File: config.mk
export PLATFORM = sky130hd
export DESIGN_NAME = cdg_sched
export DESIGN_NICKNAME = d
export VERILOG_FILES = /design/src/rtl/core/cdg_pkg.sv /design/src/rtl/core/cdg_sched.sv
export SDC_FILE = /design/constraint.sdc
export NUM_CORES = 1
export LEC_CHECK = 0
export BUFFER_PORTS_ARGS = -buffer_cell sky130_fd_sc_hd__buf_2
export CAP_MARGIN = 30
export CORE_MARGIN = 5
export CORE_UTILIZATION = 60
export CTS_BUF_LIST = sky130_fd_sc_hd__clkbuf_4 sky130_fd_sc_hd__clkbuf_8
export CTS_CLUSTER_SIZE = 40
export DETAILED_ROUTE_END_ITERATION = 7
export PLACE_DENSITY = 0.82
export REMOVE_ABC_BUFFERS = 1
export SYNTH_ARGS = -nofsm -noshare
export SYNTH_HDL_FRONTEND = slang
export SYNTH_SLANG_ARGS = --single-unit
File: constraint.sdc
create_clock -name clk -period 18.7 [get_ports clk]
set_input_delay 3.74 -clock clk [delete_from_list [all_inputs] [get_ports clk]]
set_output_delay 3.74 -clock clk [all_outputs]
set_load 0.03 [all_outputs]
File: src/rtl/core/cdg_pkg.sv
`timescale 1ns / 1ps
// Shared types and constants for the curriculum difficulty gate.
// No dependencies; every module of the block imports this package.
package cdg_pkg;

	// Table geometry
	localparam int TABLE_DEPTH = 1024;
	localparam int IDX_W       = 10;
	localparam int Q_W         = 16;
	localparam int FRAC_W      = 9;
	localparam int CFG_IDX_W   = 3;

	// Q8.8 constants
	localparam logic [Q_W-1:0] Q_HALF     = 16'd128;
	localparam logic [Q_W-1:0] Q_ONE      = 16'd256;
	localparam logic [Q_W-1:0] Q_ONE_HALF = 16'd384;
	localparam logic [Q_W-1:0] Q_TENTH    = 16'd26;
	localparam logic [7:0]     W_NEW      = 8'd77;
	localparam logic [7:0]     W_OLD      = 8'd179;

	typedef enum logic [1:0] {
		CMD_UPDATE = 2'd0,
		CMD_QUERY  = 2'd1,
		CMD_EPOCH  = 2'd2,
		CMD_READ   = 2'd3
	} cmd_t;

	typedef enum logic [1:0] {
		PH_WARMUP = 2'd0,
		PH_EASY   = 2'd1,
		PH_MEDIUM = 2'd2,
		PH_FULL   = 2'd3
	} phase_t;

	typedef enum logic [1:0] {
		STRAT_NONE    = 2'd0,
		STRAT_SELF    = 2'd1,
		STRAT_TEACHER = 2'd2,
		STRAT_LINEAR  = 2'd3
	} strategy_t;

	typedef enum logic [CFG_IDX_W-1:0] {
		REG_STRATEGY   = 3'd0,
		REG_WARMUP     = 3'd1,
		REG_INIT_PACE  = 3'd2,
		REG_PACE_INC   = 3'd3,
		REG_PACE_MAX   = 3'd4,
		REG_INIT_FRAC  = 3'd5,
		REG_GROWTH     = 3'd6
	} cfg_reg_t;

	typedef struct packed {
		logic [1:0]       command;
		logic [IDX_W-1:0] sample_index;
		logic [Q_W-1:0]   loss;
	} in_item_t;

	typedef struct packed {
		logic           include_res;
		logic [Q_W-1:0] difficulty;
		logic           scored;
		logic [1:0]     phase;
		logic [Q_W-1:0] threshold;
		logic           index_error;
	} out_item_t;

	// One table entry: scored flag with the difficulty
	typedef struct packed {
		logic           scored;
		logic [Q_W-1:0] diff;
	} entry_t;

	localparam entry_t ENTRY_RESET = '{scored: 1'b0, diff: Q_HALF};

	typedef struct packed {
		logic                 en;
		logic [CFG_IDX_W-1:0] index;
		logic [Q_W-1:0]       data;
	} cfg_write_t;

	// Epoch sequencing from the controller to the scheduler
	typedef struct packed {
		logic step_count;
		logic step_apply;
	} sched_ctrl_t;

	typedef struct packed {
		phase_t         phase;
		logic [Q_W-1:0] threshold;
		strategy_t      strategy;
	} sched_status_t;

endpackage

File: src/rtl/core/cdg_sched.sv
`timescale 1ns / 1ps
// Configuration registers and the epoch schedule (epoch count, pace, threshold, phase).
// Depends on cdg_pkg.
module cdg_sched (
	input  logic                   clk,
	input  logic                   arst_n,
	input  cdg_pkg::cfg_write_t    cfg,
	input  cdg_pkg::sched_ctrl_t   ctrl,
	output cdg_pkg::sched_status_t status
);
	import cdg_pkg::*;

	strategy_t         strategy_q;
	logic [Q_W-1:0]    warmup_q;
	logic [Q_W-1:0]    pace_inc_q;
	logic [Q_W-1:0]    pace_max_q;
	logic [FRAC_W-1:0] init_frac_q;
	logic [FRAC_W-1:0] growth_q;
	logic [Q_W-1:0]    epoch_q;
	logic [Q_W-1:0]    pace_q;
	logic [Q_W-1:0]    thr_q;
	phase_t            phase_q;

	logic [Q_W-1:0]    nxt_pace;
	logic [Q_W-1:0]    nxt_thr;
	phase_t            nxt_phase;
	logic [Q_W:0]      pace_sum;
	logic [Q_W:0]      thr_sum;
	logic [24:0]       prod;
	logic [25:0]       frac_sum;

	assign pace_sum = {1'b0, pace_q} + {1'b0, pace_inc_q};
	assign thr_sum  = {1'b0, thr_q} + {1'b0, Q_TENTH};
	assign prod     = 25'(epoch_q) * 25'(growth_q);
	assign frac_sum = {1'b0, prod} + 26'(init_frac_q);

	// Work out pace, threshold and phase for the new epoch
	always_comb begin
		nxt_pace  = pace_q;
		nxt_thr   = thr_q;
		nxt_phase = phase_q;
		if (phase_q == PH_WARMUP) begin
			if (epoch_q >= warmup_q) begin
				nxt_phase = PH_EASY;
			end
		end else begin
			case (strategy_q)
				STRAT_SELF: begin
					if (pace_sum > {1'b0, pace_max_q}) begin
						nxt_pace  = pace_max_q;
						nxt_phase = PH_FULL;
					end else begin
						nxt_pace = pace_sum[Q_W-1:0];
					end
					nxt_thr = nxt_pace;
				end
				STRAT_TEACHER: begin
					if (frac_sum > 26'(Q_ONE)) begin
						nxt_thr = Q_ONE;
					end else begin
						nxt_thr = frac_sum[Q_W-1:0];
					end
				end
				default: begin
					if (thr_sum > {1'b0, Q_ONE_HALF}) begin
						nxt_thr   = Q_ONE_HALF;
						nxt_phase = PH_FULL;
					end else begin
						nxt_thr = thr_sum[Q_W-1:0];
					end
				end
			endcase
			// Full phase sticks; otherwise classify by threshold
			if (nxt_phase != PH_FULL) begin
				if (nxt_thr < Q_HALF) begin
					nxt_phase = PH_EASY;
				end else if (nxt_thr < Q_ONE) begin
					nxt_phase = PH_MEDIUM;
				end else begin
					nxt_phase = PH_FULL;
				end
			end
		end
	end

	// Hold configuration and schedule state
	always_ff @(posedge clk or negedge arst_n) begin
		if (!arst_n) begin
			strategy_q  <= STRAT_SELF;
			warmup_q    <= '0;
			pace_inc_q  <= Q_TENTH;
			pace_max_q  <= 16'd512;
			init_frac_q <= 9'd51;
			growth_q    <= 9'd26;
			epoch_q     <= '0;
			pace_q      <= Q_HALF;
			thr_q       <= Q_HALF;
			phase_q     <= PH_EASY;
		end else begin
			if (cfg.en) begin
				case (cfg_reg_t'(cfg.index))
					REG_STRATEGY: strategy_q <= strategy_t'(cfg.data[1:0]);
					REG_WARMUP: begin
						warmup_q <= cfg.data;
						if (epoch_q == '0) begin
							phase_q <= (cfg.data != '0) ? PH_WARMUP : PH_EASY;
						end
					end
					// Starting pace loads pace and threshold directly
					REG_INIT_PACE: begin
						pace_q <= cfg.data;
						thr_q  <= cfg.data;
					end
					REG_PACE_INC:  pace_inc_q  <= cfg.data;
					REG_PACE_MAX:  pace_max_q  <= cfg.data;
					REG_INIT_FRAC: init_frac_q <= cfg.data[FRAC_W-1:0];
					REG_GROWTH:    growth_q    <= cfg.data[FRAC_W-1:0];
					default: ;
				endcase
			end
			// Advance the epoch count, saturating
			if (ctrl.step_count && (epoch_q != {Q_W{1'b1}})) begin
				epoch_q <= epoch_q + 1'b1;
			end
			if (ctrl.step_apply) begin
				pace_q  <= nxt_pace;
				thr_q   <= nxt_thr;
				phase_q <= nxt_phase;
			end
		end
	end

	assign status.phase     = phase_q;
	assign status.threshold = thr_q;
	assign status.strategy  = strategy_q;

endmodule

### Word-level counts from Yosys, hierarchy flattened

Index checks and enable logic that the tools add are counted.
Widths: inputs -> output; s select.

* register bits: 118
* input port bits: 24
* output and inout port bits: 20
* logic and storage cells: 78

* $add $sub $neg: 4
* multiply operators: 1
* $lt $le $gt $ge: 6
* equal/unequal tests: 13
* multiplexer cells: 26
* reductions and logical operators: 18

Operator list (count)
* $mux 16: 11
* $pmux 16 s2: 1
* $add 25x9->26: 1
* $gt 26x9->1 const B: 1
* $mul 16x9->25: 1
* $mux 2: 11
* $add 16x16->17: 1
* $add 16x5->17 const B: 1
* $gt 17x16->1: 1
* $gt 17x9->1 const B: 1
* $add 16x1->16 const B: 1
* $ge 16x16->1: 1
* $logic_not 16->1: 1
* $lt 16x8->1 const B: 1
* $lt 16x9->1 const B: 1
* $ne 16x16->1 const B: 1
* $reduce_bool 16->1: 1
* $reduce_and 2->1: 6
* $eq 3x3->1 const B: 3
* $reduce_and 4->1: 2
* $reduce_bool 2->1: 4
* $eq 3x2->1 const B: 2
* $ne 2x2->1 const B: 2
* $pmux 2 s2: 1
* other kinds (10): 11

### Logic depth before layout (Yosys ltp)

Gate-level depths: netlist of run 1.

* word-level depth: 12
* depth in mapped cells: 23
* depth with buffers taken out: 22

### Worst setup path after synthesis of run 1

OpenSTA, ideal clock, no wires.

* path type: register -> register
* from: register growth_q[1]
* to: register thr_q[7]
* library setup time: 77 ps
* arrival time: 5853 ps
* required time: 18623 ps
* setup slack: 12770 ps
* cell stages (with the launch flop): 24
* path buffers: 1
* period minus slack after synthesis: 5930 ps
* cell sequence: dfstp_2 > clkbuf_1 > nand2_1 > fa_1 > inv_1 > fa_1 > inv_1 > fa_1 > inv_1 > fa_1 > inv_1 > fa_1 > inv_1 > ha_1 > o21ai_0 > a21oi_1 > a21o_1 > a21bo_2 > o221a_2 > o211ai_1 > a2111oi_4 > a21oi_2 > or3_1 > a31oi_1

* longest elaborated chain between the ends: 8

Ends and longest elaborated chain
* from (decl): RTL line cdg_sched.sv:18 `logic [FRAC_W-1:0] growth_q;`
* from (signal assigned): RTL line cdg_sched.sv:117 `REG_GROWTH: growth_q <= cfg.data[FRAC_W-1:0];`
* $mul 16x9->25 (*): RTL line cdg_sched.sv:34 `assign prod = 25'(epoch_q) * 25'(growth_q);`
* $add 25x9->26 (*): RTL line cdg_sched.sv:35 `assign frac_sum = {1'b0, prod} + 26'(init_frac_q);`
* $gt 26x9->1: RTL line cdg_sched.sv:58 `if (frac_sum > 26'(Q_ONE)) begin`
* $mux 16 (*): RTL line cdg_sched.sv:58
* $pmux 16 s2 (*): RTL line cdg_sched.sv:47 `case (strategy_q)`
* $mux 16 (*) (2 in series): RTL line cdg_sched.sv:42 `if (phase_q == PH_WARMUP) begin`
* $mux 16 (*): RTL line cdg_sched.sv:125 `if (ctrl.step_apply) begin`
* to (signal assigned): RTL line cdg_sched.sv:112 `thr_q <= cfg.data;`
* to (signal assigned): RTL line cdg_sched.sv:127 `thr_q <= nxt_thr;`
* to (decl): RTL line cdg_sched.sv:21 `logic [Q_W-1:0] thr_q;`

Every way passes the cells marked *; elsewhere a longest branch is shown, timed or not. The select of a mux whose other input is x is not followed.
A chain may end at the register's enable or synchronous reset.

### Final worst setup path of run 1

* from: register growth_q[2]
* to: register thr_q[7]

Same word-level chain as after synthesis.

==> flow_summary.yaml, run 1 <==
clocking:
  clock_latency_ns: 0.45
  cts_repair_resize_count: 0
  cts_made_buffers: 17
  cts_setup_buffers: 0
  clk_pin_slew_ns: 0.08
  clock-sinks: 118
  cts_tree: "built"
  htree_levels: 4
  cts_buffer_depth: 2
  cts_hold_buf: 0
  cts-root-buf: "clkbuf_8"
global_routing:
  grt_max_degree: 70
  grt_pass1_wl_mm: 54.1
  grt_antenna_before_repair: 0
  grt_pass1_vias: 10600
  overflow: 0
  grt_use_total_pct: 28.3
synthesis:
  ys.flop_type: "dfrtp_1"
  synth_top_area_cell: "dfrtp_1"
  ys_ff_latch: 118
  synth_area_leaders: "dfrtp_1 (20%), fa_1 (17%), ha_1 (12%)"
  netlist_area_um2: 12600
  synth_compound_area_share_pct: 16.2
  syn_avg_cell_area_um2: 8.94
  synth-edff-count: 0
  async_reset_ff_share_pct: 100
  ys_seq_area_share_pct: 23.6
  synthSimpleGateAreaFrac_pct: 17.9
  ys_warn_count: 0
  synth_cells: 1408
  synth_fa_ha_area_share_pct: 29.1
  yosysUniqueCellTypes: 79
  yosys.area_share.xor_xnor_pct: 3.13
  synth.top_cell.area_share_pct: 20.5
  muxShareOfSynthArea_pct: 3.41
  synth_top_family_by_area: "adder cells"
detailed_routing:
  drt-total-wl_mm: 33.1
  drc: 0
  firstDrtPassIters: 8
  vias: 10500
  drtIter0Drc: 873
  wire_per_inst_um: 19.4
  ant_nets: 0
  avgViaCountPerCell: 6.13
run:
  max_cap_viol_count: 0
floorplanning:
  dieArea_um2: 24000
  core_area_um2: 20800
  io_pins: 44
  initial_utilization_pct: 60.4
  fp.dieW_um: 155
  die-height_um: 155
  num_rows: 53
placement:
  io_buffers: 43
  hpwl_mm: 25.2
  gp_congestion: 0.977
worst_hold_path:
  hold_path_depth: 2
  hold_path.class: "flip-flop to flip-flop"
setup_path:
  required_ns: 19.07
  cp_max_fo: 17
  path_class: "flip-flop to flip-flop"
  critPathLaunchType: "flip-flop"
  arrival_ns: 7.01
  worstRegToRegCells: 22
  cp-end-kind: "flip-flop"
timing:
  skew_ns: 0.0139
  maxSlewHeadroom_pct: 40.2
  timing.fmax_mhz: 150
  rsz0062_at_grt: "false"
  period_share_pct: 35.5
  drv_slew: 0
  hold_viol: 0
  setup_tns_ns: 0
  finalSetupViolations: 0
  min_period_ns: 6.64
  worst_slew_pin_slew_ns: 0.897
finish:
  fill_cells: 1735
  nets: 1672
  antennaDiodeCount: 0
  syn2layout_area_growth_pct: 6.73
  drive_gt1_share_pct: 11.5
outcome:
  status: "finished, final reports clean"
## area by class of cell
class / instances / area (um2) / area share (%)
Multi-Input combinational cell: 1075 / 8790 / 65.4
Sequential cell: 118 / 2970 / 22.1
Inverter: 156 / 586 / 4.36
Tap cell: 275 / 344 / 2.56
Timing Repair Buffer: 51 / 278 / 2.07
Clock buffer: 18 / 241 / 1.80
Clock inverter: 14 / 221 / 1.65
## layout by cell type, fill, tap and decap left out, types with 10 or more instances in the layout
master	n
nand2_1	195
inv_1	156
ha_1	123
fa_1	106
dfrtp_1	103
o21ai_0	94
and2_1	75
nor2_1	68
a21oi_1	60
buf_2	42
mux2_2	31
xnor2_1	28
nand3_1	22
a21o_1	22
nor3_1	21
nor4_1	18
xor2_1	17
clkbuf_8	17
dfstp_2	15
nand4_1	13
and3_1	12
o211ai_1	12
nand2b_1	11
o21a_1	10
## metrics by stage
| step | cells | cell area, um2 | setup slack (ns) | util (%) | hold slack, ns |
|---|---|---|---|---|---|
| after floorplan | 1349 | 12300 | 11.94 | - | 0.454 |
| after global placement | 1675 | 13000 | 12.34 | 62.3 | 0.468 |
| after detailed placement | 1675 | 13000 | 12.22 | 62.3 | 0.472 |
| after CTS | 1707 | 13400 | 12.20 | 64.5 | 0.483 |
| after global routing | 1707 | 13400 | 11.75 | 64.5 | 0.519 |
| final | 1707 | 13400 | 12.06 | 64.5 | 0.480 |
## path summary, 6_finish.rpt
| check | from | slack, ns | to |
|---|---|---|---|
| max | growth_q[2] | 12.06 | thr_q[7] |
| min | pace_q[7] | 0.48 | pace_q[7] |
| max reg2reg | growth_q[2] | 12.06 | thr_q[7] |
| min reg2reg | pace_q[7] | 0.48 | pace_q[7] |
| max in group asynchronous | arst_n | 14.00 | pace_q[12] |
| min in group asynchronous | arst_n | 3.31 | pace_max_q[2] |
## cells in the mapped netlist (all sizes together), types with 9 or more instances
cell type,count
nand2,195
inv,156
ha,123
fa,106
dfrtp,103
o21ai,98
and2,75
nor2,68
a21oi,66
clkbuf,47
mux2,31
xnor2,28
a21o,22
nand3,22
nor3,21
nor4,19
xor2,17
dfstp,15
nand4,14
a211oi,12
and3,12
buf,12
o211ai,12
nand2b,11
o21a,10
o221ai,9
## cell families (layout without fill, tap and decap cells)
logic type      count (synthesis)  count (layout)
fa+ha+maj                     229             229
compound gates                297             297
simple gates                  465             465
buf+inv                       215             239
xor+xnor                       45              45
flops                         118             118
mux                            39              39
## critical path: stages, from the launching register on
cell,delay (ns)
dfrtp_1,0.73
nand2_1,0.17
fa_1,0.57
inv_1,0.06
fa_1,0.49
inv_1,0.06
fa_1,0.49
inv_1,0.06
fa_1,0.53
inv_1,0.06
fa_1,0.50
inv_1,0.05
ha_1,0.38
a21oi_1,0.21
o211ai_1,0.18
a21oi_1,0.33
o21ai_0,0.17
xnor2_1,0.23
o211ai_1,0.20
a2111oi_4,0.41
a21oi_2,0.14
or3_1,0.36
a31oi_1,0.19
## flip-flops by register name, indices dropped and copies added (netlist names), 9 cells and up
name / flops
epoch_q: 16
pace_inc_q: 16
pace_max_q: 16
pace_q: 16
thr_q: 16
warmup_q: 16
growth_q: 9
init_frac_q: 9
## routing by layer
layer	GRT usage, %	part of all wire [%]
met5	0	0
met1	36.2	40
met3	4.39	7.3
met2	47.8	49
met4	11.8	3.8
Power of run 1 is left out: the tool's default activity adds up to more than one toggle a clock period on the data nets, which glitch-free logic cannot reach.
==> inputs of run 2 (changes only) <==
--- a/config.mk
+++ b/config.mk
@@ -5,6 +5,7 @@
 export SDC_FILE = /design/constraint.sdc
 export NUM_CORES = 1
 export LEC_CHECK = 0
+export ABC_AREA = 1
 export BUFFER_PORTS_ARGS = -buffer_cell sky130_fd_sc_hd__buf_2
 export CAP_MARGIN = 30
 export CORE_MARGIN = 5
==> constraint.sdc (replaced) <==
create_clock -name clk -period 6.6 [get_ports clk]
set_input_delay 1.32 -clock clk [delete_from_list [all_inputs] [get_ports clk]]
set_output_delay 1.32 -clock clk [all_outputs]
set_load 0.03 [all_outputs]
==> run 2 against run 1 <==
Compared with the run above:
- fmax up 8.4%
- worst setup slack worse by 12 ns
- critical path depth up 7
==> flow_summary.yaml, run 2 <==
outcome:
  status: "finished, final reports clean"
finish:
  layout.cells.non_filler: 2205
  mostFrequentLayoutCells: "nand2_1 (581), inv_1 (389), ha_1 (123), fa_1 (106), dfrtp_1 (101)"
  multi_input_area_um2: 8740
  drive_gt1_share_pct: 8.10
  syn2layout_area_growth_pct: 6.94
  regArea_um2: 2970
  antennaDiodeCount: 0
  nets: 2165
  fill_cells: 1858
  final_common_cell: "nand2_1"
detailed_routing:
  wire_per_inst_um: 16.1
  drtIter0Drc: 1043
  vias: 12200
  firstDrtPassIters: 5
  drt-total-wl_mm: 35.5
  avgViaCountPerCell: 5.51
  ant_nets: 0
  drc: 0
clocking:
  cts_buffer_depth: 2
  htree_levels: 4
  clock-sinks: 118
  cts_made_buffers: 17
  clock_latency_ns: 0.46
  cts_hold_buf: 0
  cts_tree: "built"
  cts_setup_buffers: 0
  clk_pin_slew_ns: 0.07
  cts-root-buf: "clkbuf_8"
floorplanning:
  io_pins: 44
  dieArea_um2: 25500
  num_rows: 54
  core_area_um2: 22000
  die-height_um: 160
  fp.dieW_um: 160
  initial_utilization_pct: 61.2
synthesis:
  ys_warn_count: 0
  synth_common_cells: "nand2_1 (581), inv_1 (389), ha_1 (123)"
  async_reset_ff_share_pct: 100
  synth_top_area_cell: "dfrtp_1"
  synth_cells: 1892
  yosysUniqueCellTypes: 52
  ys.flop_type: "dfrtp_1"
  synth_area_leaders: "dfrtp_1 (19%), nand2_1 (16%), fa_1 (16%)"
  netlist_area_um2: 13400
  synth.top_cell.area_share_pct: 19.2
  synth-edff-count: 0
  syn_avg_cell_area_um2: 7.10
  synth.most_common_cell: "nand2_1"
  ys_ff_latch: 118
  ys_seq_area_share_pct: 22.1
placement:
  gp_congestion: 0.951
  hpwl_mm: 28.2
  pre_cts_ws_ns: 0.423
  dp_cells: 2173
  io_buffers: 43
timing:
  timing.final.ws_setup_ns: 0.472
  hold_viol: 0
  min_period_ns: 6.13
  finalSetupViolations: 0
  setup_tns_ns: 0
  rsz0062_at_grt: "false"
  hold_ws_ns: 0.493
  skew_ns: 0.0137
  worst_slew_pin_slew_ns: 0.932
  maxSlewHeadroom_pct: 37.7
  timing.fmax_mhz: 163
  period_share_pct: 92.9
  drv_slew: 0
setup_path:
  arrival_ns: 6.46
  r2r-start: "growth_q[8]"
  cpMostUsedCell: "nand2_1"
  crit_slowest_cell: "dfrtp_1"
  worstRegToRegCells: 29
  cp_slowest_stage_delay_ns: 0.75
  critPathLaunchType: "flip-flop"
  required_ns: 6.93
  worstSetupEndpoint: "phase_q[1]"
  path_class: "flip-flop to flip-flop"
  r2r-end: "phase_q[1]"
  crit_start: "growth_q[8]"
  rrSetupSlack_ns: 0.47
  cp_max_fo: 17
  cp-end-kind: "flip-flop"
global_routing:
  overflow: 0
  met1_usage_pct: 40.2
  met3_usage_pct: 5.38
  grt_pass1_vias: 12000
  grt_antenna_before_repair: 1
  grt-busiest-layer: "met2"
  grt_use_total_pct: 28.6
  use_met2_pct: 45.3
  grt_pass1_wl_mm: 59.5
  grt_max_degree: 64
run:
  max_cap_viol_count: 0
worst_hold_path:
  hold_path.class: "flip-flop to flip-flop"
  hold_path_depth: 2
[run 2: changes by cell type in the layout (fill, tap and decap cells not counted), sizes merged, moves of 31 or more]
cell / before / now
nand2: 195 / 593
inv: 159 / 391
and2: 75 / 6
nand3: 22 / 90
nor2: 68 / 111
mux2: 31 / 0
[run 2: cell families (layout without fill, tap and decap cells)]
kind of cell    count (synthesis)  after routing  synth area share [%]
simple gates                  860            860                  27.1
buf+inv                       451            484                  12.8
fa+ha+maj                     229            229                  27.3
compound gates                195            195                  8.22
flops                         118            118                  22.1
xor+xnor                       39             39                  2.54
[run 2: area by class of cell]
type	instances	area share [%]
well taps	280	2.44
flip-flops and latches	118	20.7
repair buffers	61	2.60
multi-input cells	1323	60.9
clock inverters	11	1.18
inverters	391	10.2
clock buffers	21	1.97
[run 2: worst max-delay path, delay by kind of cell, from the launching register on]
family	cells	cell delay, ns
buf+inv	3	0.16
simple gates	19	1.98
compound gates	1	0.06
fa+ha+maj	6	3.03
flops	1	0.75
[run 2: per-stage QoR]
| step | area, um2 | utilization, % |
|---|---|---|
| floorplan | 13200 | - |
| global placement | 13900 | 63.2 |
| detailed placement | 13900 | 63.3 |
| CTS | 14400 | 65.4 |
| global route | 14400 | 65.4 |
| finish | 14400 | 65.4 |
[run 2: how the worst min path moves through the flow]
stage | start | endpoint | slack, ns
after floorplan | init_frac_q[6] | init_frac_q[6] | 0.45
after global placement | warmup_q[9] | warmup_q[9] | 0.47
after detailed placement | pace_max_q[5] | pace_max_q[5] | 0.47
after CTS | pace_max_q[5] | pace_max_q[5] | 0.49
after global routing | pace_max_q[9] | pace_max_q[9] | 0.52
final | pace_max_q[15] | pace_max_q[15] | 0.49
[run 2: metal layers]
metal  routed length, um  up-vias
met5                   0        -
met4                 861        0
met3                3090       76
met2               16200      506
met1               15300     5711
li1                    -     5858
[run 2: what timing repair did]
item / 4_1_cts / 5_1_grt
hold endpoints to repair: 0 / 0
gates resized for setup: 0 / 2
setup endpoints to repair: 0 / 2
Power of run 2 is left out for the same reason.
==> inputs of run 3 (changes only) <==
--- a/config.mk
+++ b/config.mk
@@ -5,7 +5,7 @@
 export SDC_FILE = /design/constraint.sdc
 export NUM_CORES = 1
 export LEC_CHECK = 0
-export ABC_AREA = 1
+export ABC_AREA = 0
 export BUFFER_PORTS_ARGS = -buffer_cell sky130_fd_sc_hd__buf_2
 export CAP_MARGIN = 30
 export CORE_MARGIN = 5
==> run 3 against run 2 <==
Compared with the run above:
- sequential share of layout area increased by 1.3 points
- flip-flop and latch count unchanged
- count of clock-buffer cells in the layout down 4
- clock skew decreased by 0.0036 ns
- utilization is 0.29 points lower
- wire length shrank 4.6%
- first-iteration DRC count shrank 18%
- cell count decreased by 22%
- die area is 5.9% lower
==> flow_summary.yaml, run 3 (same netlist as run 1, synthesis figures left out) <==
outcome:
  status: "finished, final reports clean"
floorplanning:
  io_pins: 44
  initial_utilization_pct: 60.4
  dieArea_um2: 24000
  fp.dieW_um: 155
  core_area_um2: 20800
  num_rows: 53
  die-height_um: 155
timing:
  skew_ns: 0.0101
  setup_tns_ns: 0
  hold_viol: 0
  min_period_ns: 6.32
  timing.fmax_mhz: 158
  worst_slew_pin_slew_ns: 0.844
  period_share_pct: 95.8
  drv_slew: 0
  maxSlewHeadroom_pct: 43.8
  finalSetupViolations: 0
detailed_routing:
  firstDrtPassIters: 5
  ant_nets: 0
  vias: 10700
  avgViaCountPerCell: 6.16
  drc: 0
  drtIter0Drc: 859
  wire_per_inst_um: 19.6
  drt-total-wl_mm: 33.8
clocking:
  clock_latency_ns: 0.46
  cts-root-buf: "clkbuf_8"
  cts_hold_buf: 0
  htree_levels: 4
  cts_made_buffers: 17
  cts_buffer_depth: 2
  clock-sinks: 118
  clk_pin_slew_ns: 0.09
  cts_tree: "built"
setup_path:
  cp_slowest_stage_delay_ns: 0.73
  critPathLaunchType: "flip-flop"
  cp-end-kind: "flip-flop"
  cp_num_buf_inv: 4
  path_cells: "nand2_1 -> fa_1 -> inv_1 -> fa_1 -> fa_1 -> inv_1 -> fa_1 -> inv_1 -> ha_1 -> ha_1 -> a21oi_1 -> o21ai_1 -> a221oi_2 -> a21boi_0 -> xor2_1 -> buf_4 -> o21ai_0 -> nor4_1 -> and2_1 -> a22oi_1 -> o211ai_1"
  critPathTopFamily: "adder cells"
  cp_max_fo: 17
  cpMostUsedCell: "fa_1"
  required_ns: 6.97
  arrival_ns: 6.69
  crit_slowest_cell: "dfstp_4"
  path_class: "flip-flop to flip-flop"
finish:
  final_common_cell: "nand2_1"
  syn2layout_area_growth_pct: 7.76
  mostFrequentLayoutCells: "nand2_1 (195), inv_1 (156), ha_1 (123), fa_1 (106), dfrtp_1 (95)"
  drive_gt1_share_pct: 13.6
  antennaDiodeCount: 0
  nets: 1695
  layout.cells.non_filler: 1730
global_routing:
  grt_pass1_wl_mm: 55.1
  overflow: 0
  grt_max_degree: 64
  grt_antenna_before_repair: 0
  grt_use_total_pct: 28.8
  grt_pass1_vias: 10800
placement:
  gp_congestion: 0.970
  dp_cells: 1689
  io_buffers: 43
  hpwl_mm: 25.8
run:
  max_cap_viol_count: 0
worst_hold_path:
  hold_path.class: "flip-flop to flip-flop"
run 3: worst min-delay path, stage by stage (launching register included):
cell and delay, ns:
dfrtp_1 0.35, nand2_1 0.05, o21ai_0 0.06
run 3: stage by stage:
step                setup WS, ns  util, %  hold slack, ns  area [um2]
floorplan                  0.875        -           0.454       12300
global route             -0.0252     65.1           0.512       13600
CTS                        0.194     64.6           0.494       13500
global placement           0.402     62.7           0.465       13100
detailed placement         0.238     62.8           0.476       13100
finish                     0.277     65.1           0.488       13600
run 3: timing repair:
action / 4_1_cts / 5_1_grt
endpoints found under the setup margin: 0 / 11
buffers inserted: 0 / 9
resized for setup: 0 / 13
run 3: layout make-up:
class	instances	area (um2)
fill	1697	7260
sequential	118	2990
inverter	156	586
multi-input combinational	1075	8800
clock buffer	17	234
tap	275	344
clock inverter	15	145
timing repair buffer	74	458
run 3: final timing paths:
path                       depth (start not counted)   startpoint         end  slack [ns]
min                                                2   pace_q[14]  pace_q[14]        0.49
min in group asynchronous                          1       arst_n   pace_q[0]        0.90
min reg2reg                                        2   pace_q[14]  pace_q[14]        0.49
max reg2reg                                       21  growth_q[4]    thr_q[5]        0.28
max                                               21  growth_q[4]    thr_q[5]        0.28
max in group asynchronous                          2       arst_n  epoch_q[3]        4.39
run 3: per-layer routing:
layer | routed length, um | GRT usage [%] | vias up
li1 | - | - | 4870
met1 | 13000 | 36.7 | 5230
met2 | 16700 | 49.0 | 454
met3 | 2590 | 3.95 | 108
met4 | 1490 | 12.7 | 0
met5 | 0 | 0 | -
Power of run 3 is left out for the same reason.
